### src/rtl/ffxd_pkg.sv
// Package for the form field extract/decode block: word types, result codes,
// register indexes and byte constants. No dependencies.
`default_nettype none

package ffxd_pkg;

    typedef struct packed {
        logic [7:0] body_byte;
        logic       body_end;
    } in_item_t;

    typedef struct packed {
        logic [7:0]  data_byte;
        logic        data_valid;
        logic        final_flag;
        logic [1:0]  status;
        logic [15:0] value_length;
    } out_item_t;

    localparam int CFG_INDEX_BITS = 2;
    localparam int CFG_DATA_BITS  = 64;

    localparam logic [CFG_INDEX_BITS-1:0] REG_KEY_LOW    = 2'd0;
    localparam logic [CFG_INDEX_BITS-1:0] REG_KEY_HIGH   = 2'd1;
    localparam logic [CFG_INDEX_BITS-1:0] REG_KEY_COUNT  = 2'd2;
    localparam logic [CFG_INDEX_BITS-1:0] REG_CAPACITY   = 2'd3;

    localparam logic [1:0] ST_OK         = 2'd0;
    localparam logic [1:0] ST_NOT_FOUND  = 2'd1;
    localparam logic [1:0] ST_BAD_ESCAPE = 2'd2;
    localparam logic [1:0] ST_OVERFLOW   = 2'd3;

    localparam logic [7:0] CH_AMP     = 8'h26;
    localparam logic [7:0] CH_EQUAL   = 8'h3D;
    localparam logic [7:0] CH_PERCENT = 8'h25;
    localparam logic [7:0] CH_PLUS    = 8'h2B;
    localparam logic [7:0] CH_SPACE   = 8'h20;

    localparam logic [4:0]  KEY_COUNT_RESET = 5'd1;
    localparam logic [15:0] CAPACITY_RESET  = 16'd64;

    // {valid, nibble}
    function automatic logic [4:0] hex_digit_decode(input logic [7:0] b);
        logic [4:0] r;
        r = 5'd0;
        if (b >= 8'h30 && b <= 8'h39) begin
            r = {1'b1, 4'(b - 8'h30)};
        end else if (b >= 8'h61 && b <= 8'h66) begin
            r = {1'b1, 4'(b - 8'h57)};
        end else if (b >= 8'h41 && b <= 8'h46) begin
            r = {1'b1, 4'(b - 8'h37)};
        end
        return r;
    endfunction

endpackage

`default_nettype wire

### src/rtl/form_field_extract_decode_top.sv
// Streaming urlencoded form field extractor and percent decoder.
// Depends on ffxd_pkg.
`default_nettype none

// One body byte per clock. A byte is taken into an input register, then
// decoded combinationally into zero, one or two result words that go into
// a four-word result queue driving the m_ port. The first result word shows
// on the m_ port after the input register and the queue. The decode stage
// waits only while the queue holds more than two words, so the rate is set
// by the result side: at full output readiness a byte is taken every cycle,
// and the closing byte of a body, which can give two words, still fits.
// Configuration writes take effect at once and are meant for idle periods
// between bodies.
module form_field_extract_decode_top #(
    parameter int MAX_KEY_CHARS = 16,
    parameter int LENGTH_BITS   = 16
) (
    input  wire                                   aclk,
    input  wire                                   aresetn,
    input  wire                                   s_valid,
    output logic                                  s_ready,
    input  wire  ffxd_pkg::in_item_t              s_item,
    output logic                                  m_valid,
    input  wire                                   m_ready,
    output ffxd_pkg::out_item_t                   m_item,
    input  wire                                   cfg_wr_en,
    input  wire  [ffxd_pkg::CFG_INDEX_BITS-1:0]   cfg_index,
    input  wire  [ffxd_pkg::CFG_DATA_BITS-1:0]    cfg_wr_data
);

    typedef enum logic [3:0] {
        PH_NAME  = 4'b0001,
        PH_VALUE = 4'b0010,
        PH_DONE  = 4'b0100,
        PH_SKIP  = 4'b1000
    } phase_t;

    typedef enum logic [2:0] {
        ESC_NONE = 3'b001,
        ESC_HIGH = 3'b010,
        ESC_LOW  = 3'b100
    } esc_t;

    localparam int QDEPTH = 4;
    localparam int QPTR   = 2;
    localparam logic [LENGTH_BITS-1:0] LEN_LIMIT = {LENGTH_BITS{1'b1}};

    // configuration
    logic [63:0] key_low_reg, key_high_reg;
    logic [4:0]  key_count_reg;
    logic [15:0] capacity_reg;

    always_ff @(posedge aclk) begin
        if (!aresetn) begin
            key_low_reg   <= '0;
            key_high_reg  <= '0;
            key_count_reg <= ffxd_pkg::KEY_COUNT_RESET;
            capacity_reg  <= ffxd_pkg::CAPACITY_RESET;
        end else if (cfg_wr_en) begin
            unique case (cfg_index)
                ffxd_pkg::REG_KEY_LOW:   key_low_reg   <= cfg_wr_data;
                ffxd_pkg::REG_KEY_HIGH:  key_high_reg  <= cfg_wr_data;
                ffxd_pkg::REG_KEY_COUNT: key_count_reg <= cfg_wr_data[4:0];
                ffxd_pkg::REG_CAPACITY:  capacity_reg  <= cfg_wr_data[15:0];
                default: ;
            endcase
        end
    end

    // input register
    logic               in_valid_reg;
    ffxd_pkg::in_item_t in_item_reg;
    logic               process;

    // result queue
    ffxd_pkg::out_item_t q_mem [QDEPTH];
    logic [QPTR-1:0]     q_wr_reg, q_rd_reg;
    logic [QPTR:0]       q_count_reg;

    assign process = in_valid_reg && (q_count_reg <= (QPTR+1)'(QDEPTH - 2));
    assign s_ready = !in_valid_reg || process;

    always_ff @(posedge aclk) begin
        if (!aresetn) begin
            in_valid_reg <= 1'b0;
        end else if (s_ready) begin
            in_valid_reg <= s_valid;
        end
    end

    always_ff @(posedge aclk) begin
        if (s_valid && s_ready) begin
            in_item_reg <= s_item;
        end
    end

    // scan state
    phase_t                 phase_reg, phase_next;
    logic [4:0]             pos_reg, pos_next;
    logic                   mismatch_reg, mismatch_next;
    esc_t                   esc_reg, esc_next;
    logic [3:0]             nibble_reg, nibble_next;
    logic [LENGTH_BITS-1:0] count_reg, count_next;
    logic [1:0]             status_reg, status_next;

    logic [7:0]             b;
    logic [4:0]             hx;
    logic [7:0]             key_ch;
    logic                   klen_ok;
    logic [LENGTH_BITS-1:0] eff_cap;
    logic                   emit_req;
    logic [7:0]             emit_byte;
    logic                   push_data, push_final;
    logic [1:0]             fin_status;
    ffxd_pkg::out_item_t    data_word, final_word;

    assign b       = in_item_reg.body_byte;
    assign hx      = ffxd_pkg::hex_digit_decode(b);
    assign key_ch  = 8'({key_high_reg, key_low_reg} >> {pos_reg[3:0], 3'b000});
    assign klen_ok = (key_count_reg >= 5'd1) && (key_count_reg <= 5'(MAX_KEY_CHARS));
    assign eff_cap = (capacity_reg >= 16'(LEN_LIMIT)) ? LEN_LIMIT
                                                      : LENGTH_BITS'(capacity_reg);

    always_comb begin
        phase_next    = phase_reg;
        pos_next      = pos_reg;
        mismatch_next = mismatch_reg;
        esc_next      = esc_reg;
        nibble_next   = nibble_reg;
        count_next    = count_reg;
        status_next   = status_reg;
        emit_req      = 1'b0;
        emit_byte     = b;
        push_data     = 1'b0;

        unique case (phase_reg)
            PH_NAME: begin
                if (b == ffxd_pkg::CH_AMP) begin
                    pos_next      = '0;
                    mismatch_next = 1'b0;
                end else if (b == ffxd_pkg::CH_EQUAL) begin
                    if (!mismatch_reg && klen_ok && pos_reg == key_count_reg) begin
                        phase_next  = PH_VALUE;
                        status_next = ffxd_pkg::ST_OK;
                        count_next  = '0;
                        esc_next    = ESC_NONE;
                        if (capacity_reg == 16'd0) begin
                            phase_next  = PH_DONE;
                            status_next = ffxd_pkg::ST_OVERFLOW;
                        end
                    end else begin
                        phase_next = PH_SKIP;
                    end
                end else if (!mismatch_reg && klen_ok && pos_reg < key_count_reg
                             && b == key_ch) begin
                    pos_next = pos_reg + 5'd1;
                end else begin
                    mismatch_next = 1'b1;
                end
            end
            PH_VALUE: begin
                unique case (esc_reg)
                    ESC_HIGH: begin
                        if (!hx[4]) begin
                            phase_next  = PH_DONE;
                            status_next = ffxd_pkg::ST_BAD_ESCAPE;
                            esc_next    = ESC_NONE;
                        end else begin
                            nibble_next = hx[3:0];
                            esc_next    = ESC_LOW;
                        end
                    end
                    ESC_LOW: begin
                        if (!hx[4]) begin
                            phase_next  = PH_DONE;
                            status_next = ffxd_pkg::ST_BAD_ESCAPE;
                        end else begin
                            emit_req  = 1'b1;
                            emit_byte = {nibble_reg, hx[3:0]};
                        end
                        esc_next = ESC_NONE;
                    end
                    default: begin
                        if (b == ffxd_pkg::CH_AMP) begin
                            phase_next = PH_DONE;
                        end else if (b == ffxd_pkg::CH_PERCENT) begin
                            esc_next = ESC_HIGH;
                        end else begin
                            emit_req  = 1'b1;
                            emit_byte = (b == ffxd_pkg::CH_PLUS) ? ffxd_pkg::CH_SPACE : b;
                        end
                    end
                endcase
                if (emit_req) begin
                    if ({1'b0, count_reg} + 1'b1 >= {1'b0, eff_cap}) begin
                        phase_next  = PH_DONE;
                        status_next = ffxd_pkg::ST_OVERFLOW;
                        esc_next    = ESC_NONE;
                    end else begin
                        count_next = count_reg + 1'b1;
                        push_data  = 1'b1;
                    end
                end
            end
            PH_SKIP: begin
                if (b == ffxd_pkg::CH_AMP) begin
                    phase_next    = PH_NAME;
                    pos_next      = '0;
                    mismatch_next = 1'b0;
                end
            end
            default: ;
        endcase
    end

    assign push_final = in_item_reg.body_end;
    assign fin_status = (phase_next == PH_VALUE && esc_next != ESC_NONE)
                        ? ffxd_pkg::ST_BAD_ESCAPE : status_next;

    always_comb begin
        data_word              = '0;
        data_word.data_byte    = emit_byte;
        data_word.data_valid   = 1'b1;
        final_word             = '0;
        final_word.final_flag  = 1'b1;
        final_word.status      = fin_status;
        final_word.value_length = (fin_status == ffxd_pkg::ST_OK) ? 16'(count_next) : 16'd0;
    end

    always_ff @(posedge aclk) begin
        if (!aresetn) begin
            phase_reg    <= PH_NAME;
            pos_reg      <= '0;
            mismatch_reg <= 1'b0;
            esc_reg      <= ESC_NONE;
            nibble_reg   <= '0;
            count_reg    <= '0;
            status_reg   <= ffxd_pkg::ST_NOT_FOUND;
        end else if (process) begin
            if (push_final) begin
                // body closed: back to a fresh scan
                phase_reg    <= PH_NAME;
                pos_reg      <= '0;
                mismatch_reg <= 1'b0;
                esc_reg      <= ESC_NONE;
                nibble_reg   <= '0;
                count_reg    <= '0;
                status_reg   <= ffxd_pkg::ST_NOT_FOUND;
            end else begin
                phase_reg    <= phase_next;
                pos_reg      <= pos_next;
                mismatch_reg <= mismatch_next;
                esc_reg      <= esc_next;
                nibble_reg   <= nibble_next;
                count_reg    <= count_next;
                status_reg   <= status_next;
            end
        end
    end

    // queue push / pop
    logic            wr0, wr1;
    logic [QPTR:0]   n_push;
    logic            pop;

    assign wr0    = process && (push_data || push_final);
    assign wr1    = process && push_data && push_final;
    assign n_push = (QPTR+1)'(wr0) + (QPTR+1)'(wr1);
    assign pop    = m_valid && m_ready;

    always_ff @(posedge aclk) begin
        if (wr0) begin
            q_mem[q_wr_reg] <= push_data ? data_word : final_word;
        end
        if (wr1) begin
            q_mem[q_wr_reg + 1'b1] <= final_word;
        end
    end

    always_ff @(posedge aclk) begin
        if (!aresetn) begin
            q_wr_reg    <= '0;
            q_rd_reg    <= '0;
            q_count_reg <= '0;
        end else begin
            q_wr_reg    <= q_wr_reg + QPTR'(n_push);
            q_rd_reg    <= q_rd_reg + QPTR'(pop);
            q_count_reg <= q_count_reg + n_push - (QPTR+1)'(pop);
        end
    end

    assign m_valid = (q_count_reg != '0);
    assign m_item  = q_mem[q_rd_reg];

endmodule

`default_nettype wire

### config.mk
export PLATFORM = sky130hd
export DESIGN_NAME = form_field_extract_decode_top
export DESIGN_NICKNAME = d
export VERILOG_FILES = /design/src/rtl/ffxd_pkg.sv /design/src/rtl/form_field_extract_decode_top.sv
export SDC_FILE = /design/constraint.sdc
export NUM_CORES = 1
export LEC_CHECK = 0
export ABC_AREA = 1
export BUFFER_PORTS_ARGS = -buffer_cell sky130_fd_sc_hd__buf_2
export CAP_MARGIN = 10
export CORE_MARGIN = 2
export CORE_UTILIZATION = 33
export DETAILED_ROUTE_END_ITERATION = 16
export GPL_ROUTABILITY_DRIVEN = 0
export PLACE_DENSITY = 0.55
export SETUP_SLACK_MARGIN = 0.3
export SYNTH_ARGS = -nofsm -noshare
export SYNTH_HDL_FRONTEND = slang
export SYNTH_SLANG_ARGS = --single-unit
### constraint.sdc
create_clock -name aclk -period 4.3 [get_ports aclk]
set_clock_uncertainty 0.05 [all_clocks]
set_input_delay 0.86 -clock aclk [delete_from_list [all_inputs] [get_ports aclk]]
set_output_delay 0.86 -clock aclk [all_outputs]
set_load 0.005 [all_outputs]
==> results of run 1 <==
through the flow:
step | instances | cell area [µm²] | total power [mW]
final | 2732 | 18200 | 8.150
after detailed placement | 2644 | 16600 | 4.948
after floorplan | 2009 | 15530 | 4.383
after global placement | 2644 | 16600 | 4.926
after global routing | 2732 | 18200 | 8.582
after CTS | 2726 | 18100 | 8.235
worst max-delay path: cells and delay by family, from the launching register on:
| kind | cells | cell delay, ns |
|---|---|---|
| AND/OR/NAND/NOR | 13 | 1.38 |
| adder cells (fa/ha/maj) | 5 | 1.12 |
| flip-flops | 1 | 0.37 |
| buffers and inverters | 5 | 0.35 |
| XOR/XNOR | 2 | 0.32 |
| AO/OA/AOI/OAI | 1 | 0.23 |
layout make-up:
cell class	instances	area, µm²
sequential	313	7097
multi-input combinational	1415	7388
timing repair buffer	170	1069
tap	607	759.5
clock buffer	57	1155
inverter	161	606.8
fill	4813	28160
clock inverter	9	121.4
cell usage after synthesis (2+ instances only):
cell      number  share of area
clkbuf_1      87          0.021
nor2_1       418           0.10
o21a_1         4         0.0019
nand4_4       10          0.014
a21boi_0       2        0.00097
a31o_2         2         0.0011
nand2_1      216          0.053
nand4_1       17         0.0069
o21ai_0      335           0.11
inv_1        148          0.036
a211oi_1       3         0.0015
o21ai_2        2         0.0011
xor2_1        13         0.0074
nor4_1        11         0.0045
buf_1          5         0.0012
o211ai_1      19         0.0092
clkinv_1       4        0.00097
xnor2_1        7         0.0040
a22oi_1        2        0.00097
buf_6         11         0.0080
o22ai_1       27          0.011
nand2_4        5         0.0036
nand3b_1       2        0.00097
edfxtp_1      81           0.16
buf_2         14         0.0045
buf_4          2        0.00097
inv_2          8         0.0019
nor3_2         3         0.0019
nor4_2         2         0.0016
dfxtp_1      232           0.30
o221ai_1       2         0.0011
nor2_4         4         0.0029
nor3_4         3         0.0032
nor3_1         7         0.0023
ha_1          33          0.027
a21oi_2        2         0.0011
nand3_1       64          0.021
nor2_2        10         0.0041
a21oi_1      160          0.052
nand2_2       11         0.0045
nand3_4        2         0.0023
o21ai_1        8         0.0026
cell families after synthesis:
| family | after synthesis | synth area share |
|---|---|---|
| AO/OA/AOI/OAI | 573 | 0.1970 |
| XOR/XNOR | 20 | 0.01135 |
| adder cells (fa/ha/maj) | 34 | 0.02805 |
| buffers and inverters | 281 | 0.07620 |
| flip-flops | 313 | 0.4585 |
| multiplexers | 1 | 0.0006485 |
| AND/OR/NAND/NOR | 787 | 0.2283 |
layer usage:
metal / global-route usage / vias up / share of wire
met5: 0 / - / 0.00092
met2: 0.3089 / 299 / 0.47
li1: - / 6917 / -
met4: 0.05235 / 6 / 0.023
met1: 0.2423 / 6506 / 0.46
met3: 0.03134 / 71 / 0.046
power by group:
group / internal [mW] / switching (mW)
sequential: 3.24 / 0.130
clock: 1.98 / 1.28
combinational: 0.541 / 0.981
total: 5.76 / 2.39
worst min path at each step:
stage,slack (ns),depth (start not counted),start,end
final,0.39,2,key_high_reg[28]$_SDFFE_PN0P_,key_high_reg[28]$_SDFFE_PN0P_
after global routing,0.41,1,s_item[8],b[7]$_DFFE_PP_
after CTS,0.40,2,key_high_reg[30]$_SDFFE_PN0P_,key_high_reg[30]$_SDFFE_PN0P_
after detailed placement,0.39,2,key_high_reg[30]$_SDFFE_PN0P_,key_high_reg[30]$_SDFFE_PN0P_
after global placement,0.38,2,key_high_reg[30]$_SDFFE_PN0P_,key_high_reg[30]$_SDFFE_PN0P_
after floorplan,0.37,2,key_high_reg[38]$_SDFFE_PN0P_,key_high_reg[38]$_SDFFE_PN0P_
what timing repair did:
item / 4_1_cts / 5_1_grt
setup buffers: 16 / 6
resized for setup: 18 / 6
pin swaps: 28 / 4
setup endpoints to repair: 21 / 42
==> reports/results.ini, run 1 <==
[timing]
tightestPinTransition_ns = 0.9764
fmax_mhz = 252.3
finalMaxSlewViolations = 0
hold_slack_ns = 0.3947
worst_slack_ns = 0.3362
fin_crit_sh = 0.9218
tns_ns = 0
slew_headroom = 0.3484
setup_viol = 0
hold_viol = 0
fin_crit_ns = 3.964
rsz0062_at_grt = yes

[yosys]
yosys_warnings = 0
ys_types = 53
syn_inst = 2009
syn-cell-area_um2 = 15430
async_flop_share = 0
synth-edff-count = 81
ys_seq_area_frac = 0.4585
ys_ff_latch = 313
syn_nets = 2123
synthFlopType = dfxtp_1
syn_avg_cell_area_um2 = 7.683

[finish]
drive_above_1_share = 0.1567
largest_register_ffs = 112
finish.utilization = 0.3925
final_cell_mix = nor2_1, o21ai_0, dfxtp_1
final_common_cell = nor2_1
area_growth_pct = 17.89
fin_nets = 2213
n_antenna_cell = 0

[floorplanning]
start_util = 0.3329
die_w_um = 220.3
dieArea_um2 = 48520
die_y_um = 220.3
fp-row-count = 79
core_um2 = 46360
io_pins = 110

[pwr]
p_leak_nw = 7.331
power.density_nw_per_um2 = 447.9
ir_drop_v = 0.0003314

[worst_setup_path]
slowest_stage = dfxtp_4
path_max_fanout = 3
worst_path_largest_cell_delay_ns = 0.37
crit_type = reg -> reg
worstSetupStartpoint = count_reg[1]$_SDFFE_PN0P_
crit_path_start_kind = flip-flop
critPathCapture = q_count_reg[2]$_SDFF_PN0_
reg2reg_slack_ns = 0.34
rr_startpoint = count_reg[1]$_SDFFE_PN0P_
reg2reg_depth = 26
r2r_end = q_count_reg[2]$_SDFF_PN0_
critical_path_required_ns = 4.67
crit_path_end_kind = flip-flop
cp_data_arrival_time_ns = 4.33

[cts]
clkLatencyLatePin_ns = 0.55
clock-root-buffer = clkbuf_16
h-tree-depth = 2
clk_pin_slew_ns = 0.06
cts_buffers = 38
cts-root-to-sink-buffers = 3
holdBufCountCts = 0
cts_tree = built
cts_sinks = 313

[place]
pre_cts_slack_ns = -0.02945
dp_hpwl_um = 29740
portBuffers = 109

[flow_run]
maxCapViolCount = 0

[global_routing]
first_global_vias = 13390
grt-ovfl-total = 0
grtUsageTotal = 0.1838
antenna_found_initial = 3
grt_max_degree = 73
grt_pass1_wl_um = 71400

[drt]
post-route-drc-count = 0
vias = 13800
first_pass_iters = 5
avgViaCountPerCell = 5.051
drt-wirelength-per-cell_um = 16.30
wirelength_um = 44530
ant_nets = 0
drt-initial-drc-count = 919

[outcome]
outcome = completed

[min_path]
min_path_type = reg -> reg

Note: power is estimated with default switching activity, not from simulation.
==> inputs of run 2 (changes only) <==
==> constraint.sdc (replaced) <==
create_clock -name aclk -period 4.3 [get_ports aclk]
set_clock_uncertainty 0.05 [all_clocks]
set_input_delay 0.215 -clock aclk [delete_from_list [all_inputs] [get_ports aclk]]
set_output_delay 0.215 -clock aclk [all_outputs]
set_load 0.005 [all_outputs]
==> reports/results.ini, run 2 (synthesis results as in run 1) <==
[outcome]
outcome = completed

[worst_setup_path]
crit_type = reg -> reg
path_max_fanout = 5
path_buf_inv = 4
cp_data_arrival_time_ns = 4.36
rr_startpoint = count_reg[2]$_SDFFE_PN0P_
slowest_stage = dfxtp_4
crit_path_start_kind = flip-flop
worst_path_largest_cell_delay_ns = 0.39
crit_family = simple AND/OR/NAND/NOR gates
worstSetupStartpoint = count_reg[2]$_SDFFE_PN0P_
crit_path_end_kind = flip-flop
critical_path_required_ns = 4.68

[floorplanning]
dieArea_um2 = 48520
die_y_um = 220.3
io_pins = 110
die_w_um = 220.3
fp-row-count = 79
core_um2 = 46360
start_util = 0.3329

[cts]
cts-root-to-sink-buffers = 3
clkLatencyLatePin_ns = 0.56
clock-root-buffer = clkbuf_16
cts_tree = built
h-tree-depth = 2
cts_sinks = 313
clk_pin_slew_ns = 0.05
cts_buffers = 38

[timing]
fin_crit_ns = 3.987
slew_headroom = 0.3469
fin_crit_sh = 0.9273
hold_viol = 0
fmax_mhz = 250.8
tightestPinTransition_ns = 0.9786
tns_ns = 0
rsz0062_at_grt = yes
setup_viol = 0
finalMaxSlewViolations = 0

[drt]
post-route-drc-count = 0
drt-initial-drc-count = 954
vias = 14060
first_pass_iters = 5
dr_wl_met2_um = 21100
wl_met1_um = 20680
wirelength_um = 45080
drt-wirelength-per-cell_um = 16.08
avgViaCountPerCell = 5.015
wl_met3_um = 2270
highest_layer = met4
ant_nets = 0

[min_path]
min_path_type = in -> reg
hp-start = cfg_index[0]

[finish]
fillCellCount = 4688
drive_above_1_share = 0.1477
fin_area_um2 = 18860
fin_nets = 2281
final_common_cell = nor2_1
area_growth_pct = 22.22
final_cell_mix = nor2_1, o21ai_0, dfxtp_1
largest_register_ffs = 112

[global_routing]
grt-ovfl-total = 0
grt_max_degree = 93
antenna_found_initial = 3
grtUsageTotal = 0.1869
first_global_vias = 13580
grt_pass1_wl_um = 72920

[place]
placed_area_um2 = 16630
dp_hpwl_um = 29370
portBuffers = 109

[pwr]
power.density_nw_per_um2 = 429.2
p_leak_nw = 7.580
ir_drop_v = 0.0003306

[flow_run]
maxCapViolCount = 0

run 2: cell count changes in the layout (fill, tap and decap cells not counted), moves of 3 or more:
cell	previous run	this run
diode_2	0	3
clkinv_2	3	7
dlygate4sd3_1	0	74
buf_4	57	49
clkbuf_8	9	2
run 2: what timing repair did:
item                                    CTS  global route
hold buffers                             74             0
endpoints found under the setup margin   22            74
pin swaps                                26             2
cloned                                    0             0
setup buffers                            13             3
hold endpoints to repair                153             0
gates resized for setup                  21             4
run 2: final timing paths:
path / to / slack, ns / depth (start not counted)
max: q_count_reg[2]$_SDFF_PN0_ / 0.31 / 26
min: key_count_reg[0]$_SDFFE_PN1P_ / 0.07 / 3
max reg2reg: q_count_reg[2]$_SDFF_PN0_ / 0.31 / 26
min reg2reg: key_high_reg[25]$_SDFFE_PN0P_ / 0.40 / 2
run 2: cell type report:
type	count	area (µm²)	area share
timing repair buffer	238	1780	0.09438
clock buffer	52	1066	0.05651
clock inverter	15	151.4	0.008025
tap	607	759.5	0.04026
antenna	3	7.507	0.0003980
inverter	161	606.8	0.03217
multi-input combinational	1415	7395	0.3920
sequential	313	7098	0.3763
run 2: tightest hold or removal path, delay by kind of cell:
| family | cells | cell delay (ns) |
|---|---|---|
| simple gates | 1 | 0.12 |
| compound gates | 1 | 0.17 |
| buf+inv | 1 | 0.11 |
run 2: routing by layer:
metal | up-vias | global-route usage
met2 | 352 | 0.3160
met5 | - | 0
met1 | 6576 | 0.2471
met3 | 63 | 0.02708
met4 | 0 | 0.05570
li1 | 7072 | -
run 2: metrics by stage:
step                      instances  total power [mW]    util  hold WS, ns  setup slack, ns
after CTS                      2798             8.192  0.4055      0.02465           0.3013
after detailed placement       2644             4.952  0.3587       0.3433          0.01204
after floorplan                2009             4.383       -       0.2639           0.3059
after global routing           2804             8.527  0.4069      0.08245          0.01580
final                          2804             8.097  0.4069      0.06541           0.3125
after global placement         2644             4.929  0.3587       0.3449          0.05894
run 2: power breakdown:
group          switching (mW)  leakage [nW]  internal, mW  total (mW)
combinational           0.992          4.29         0.588        1.58
sequential              0.129          2.69          3.24        3.37
clock                    1.29         0.596          1.86        3.15
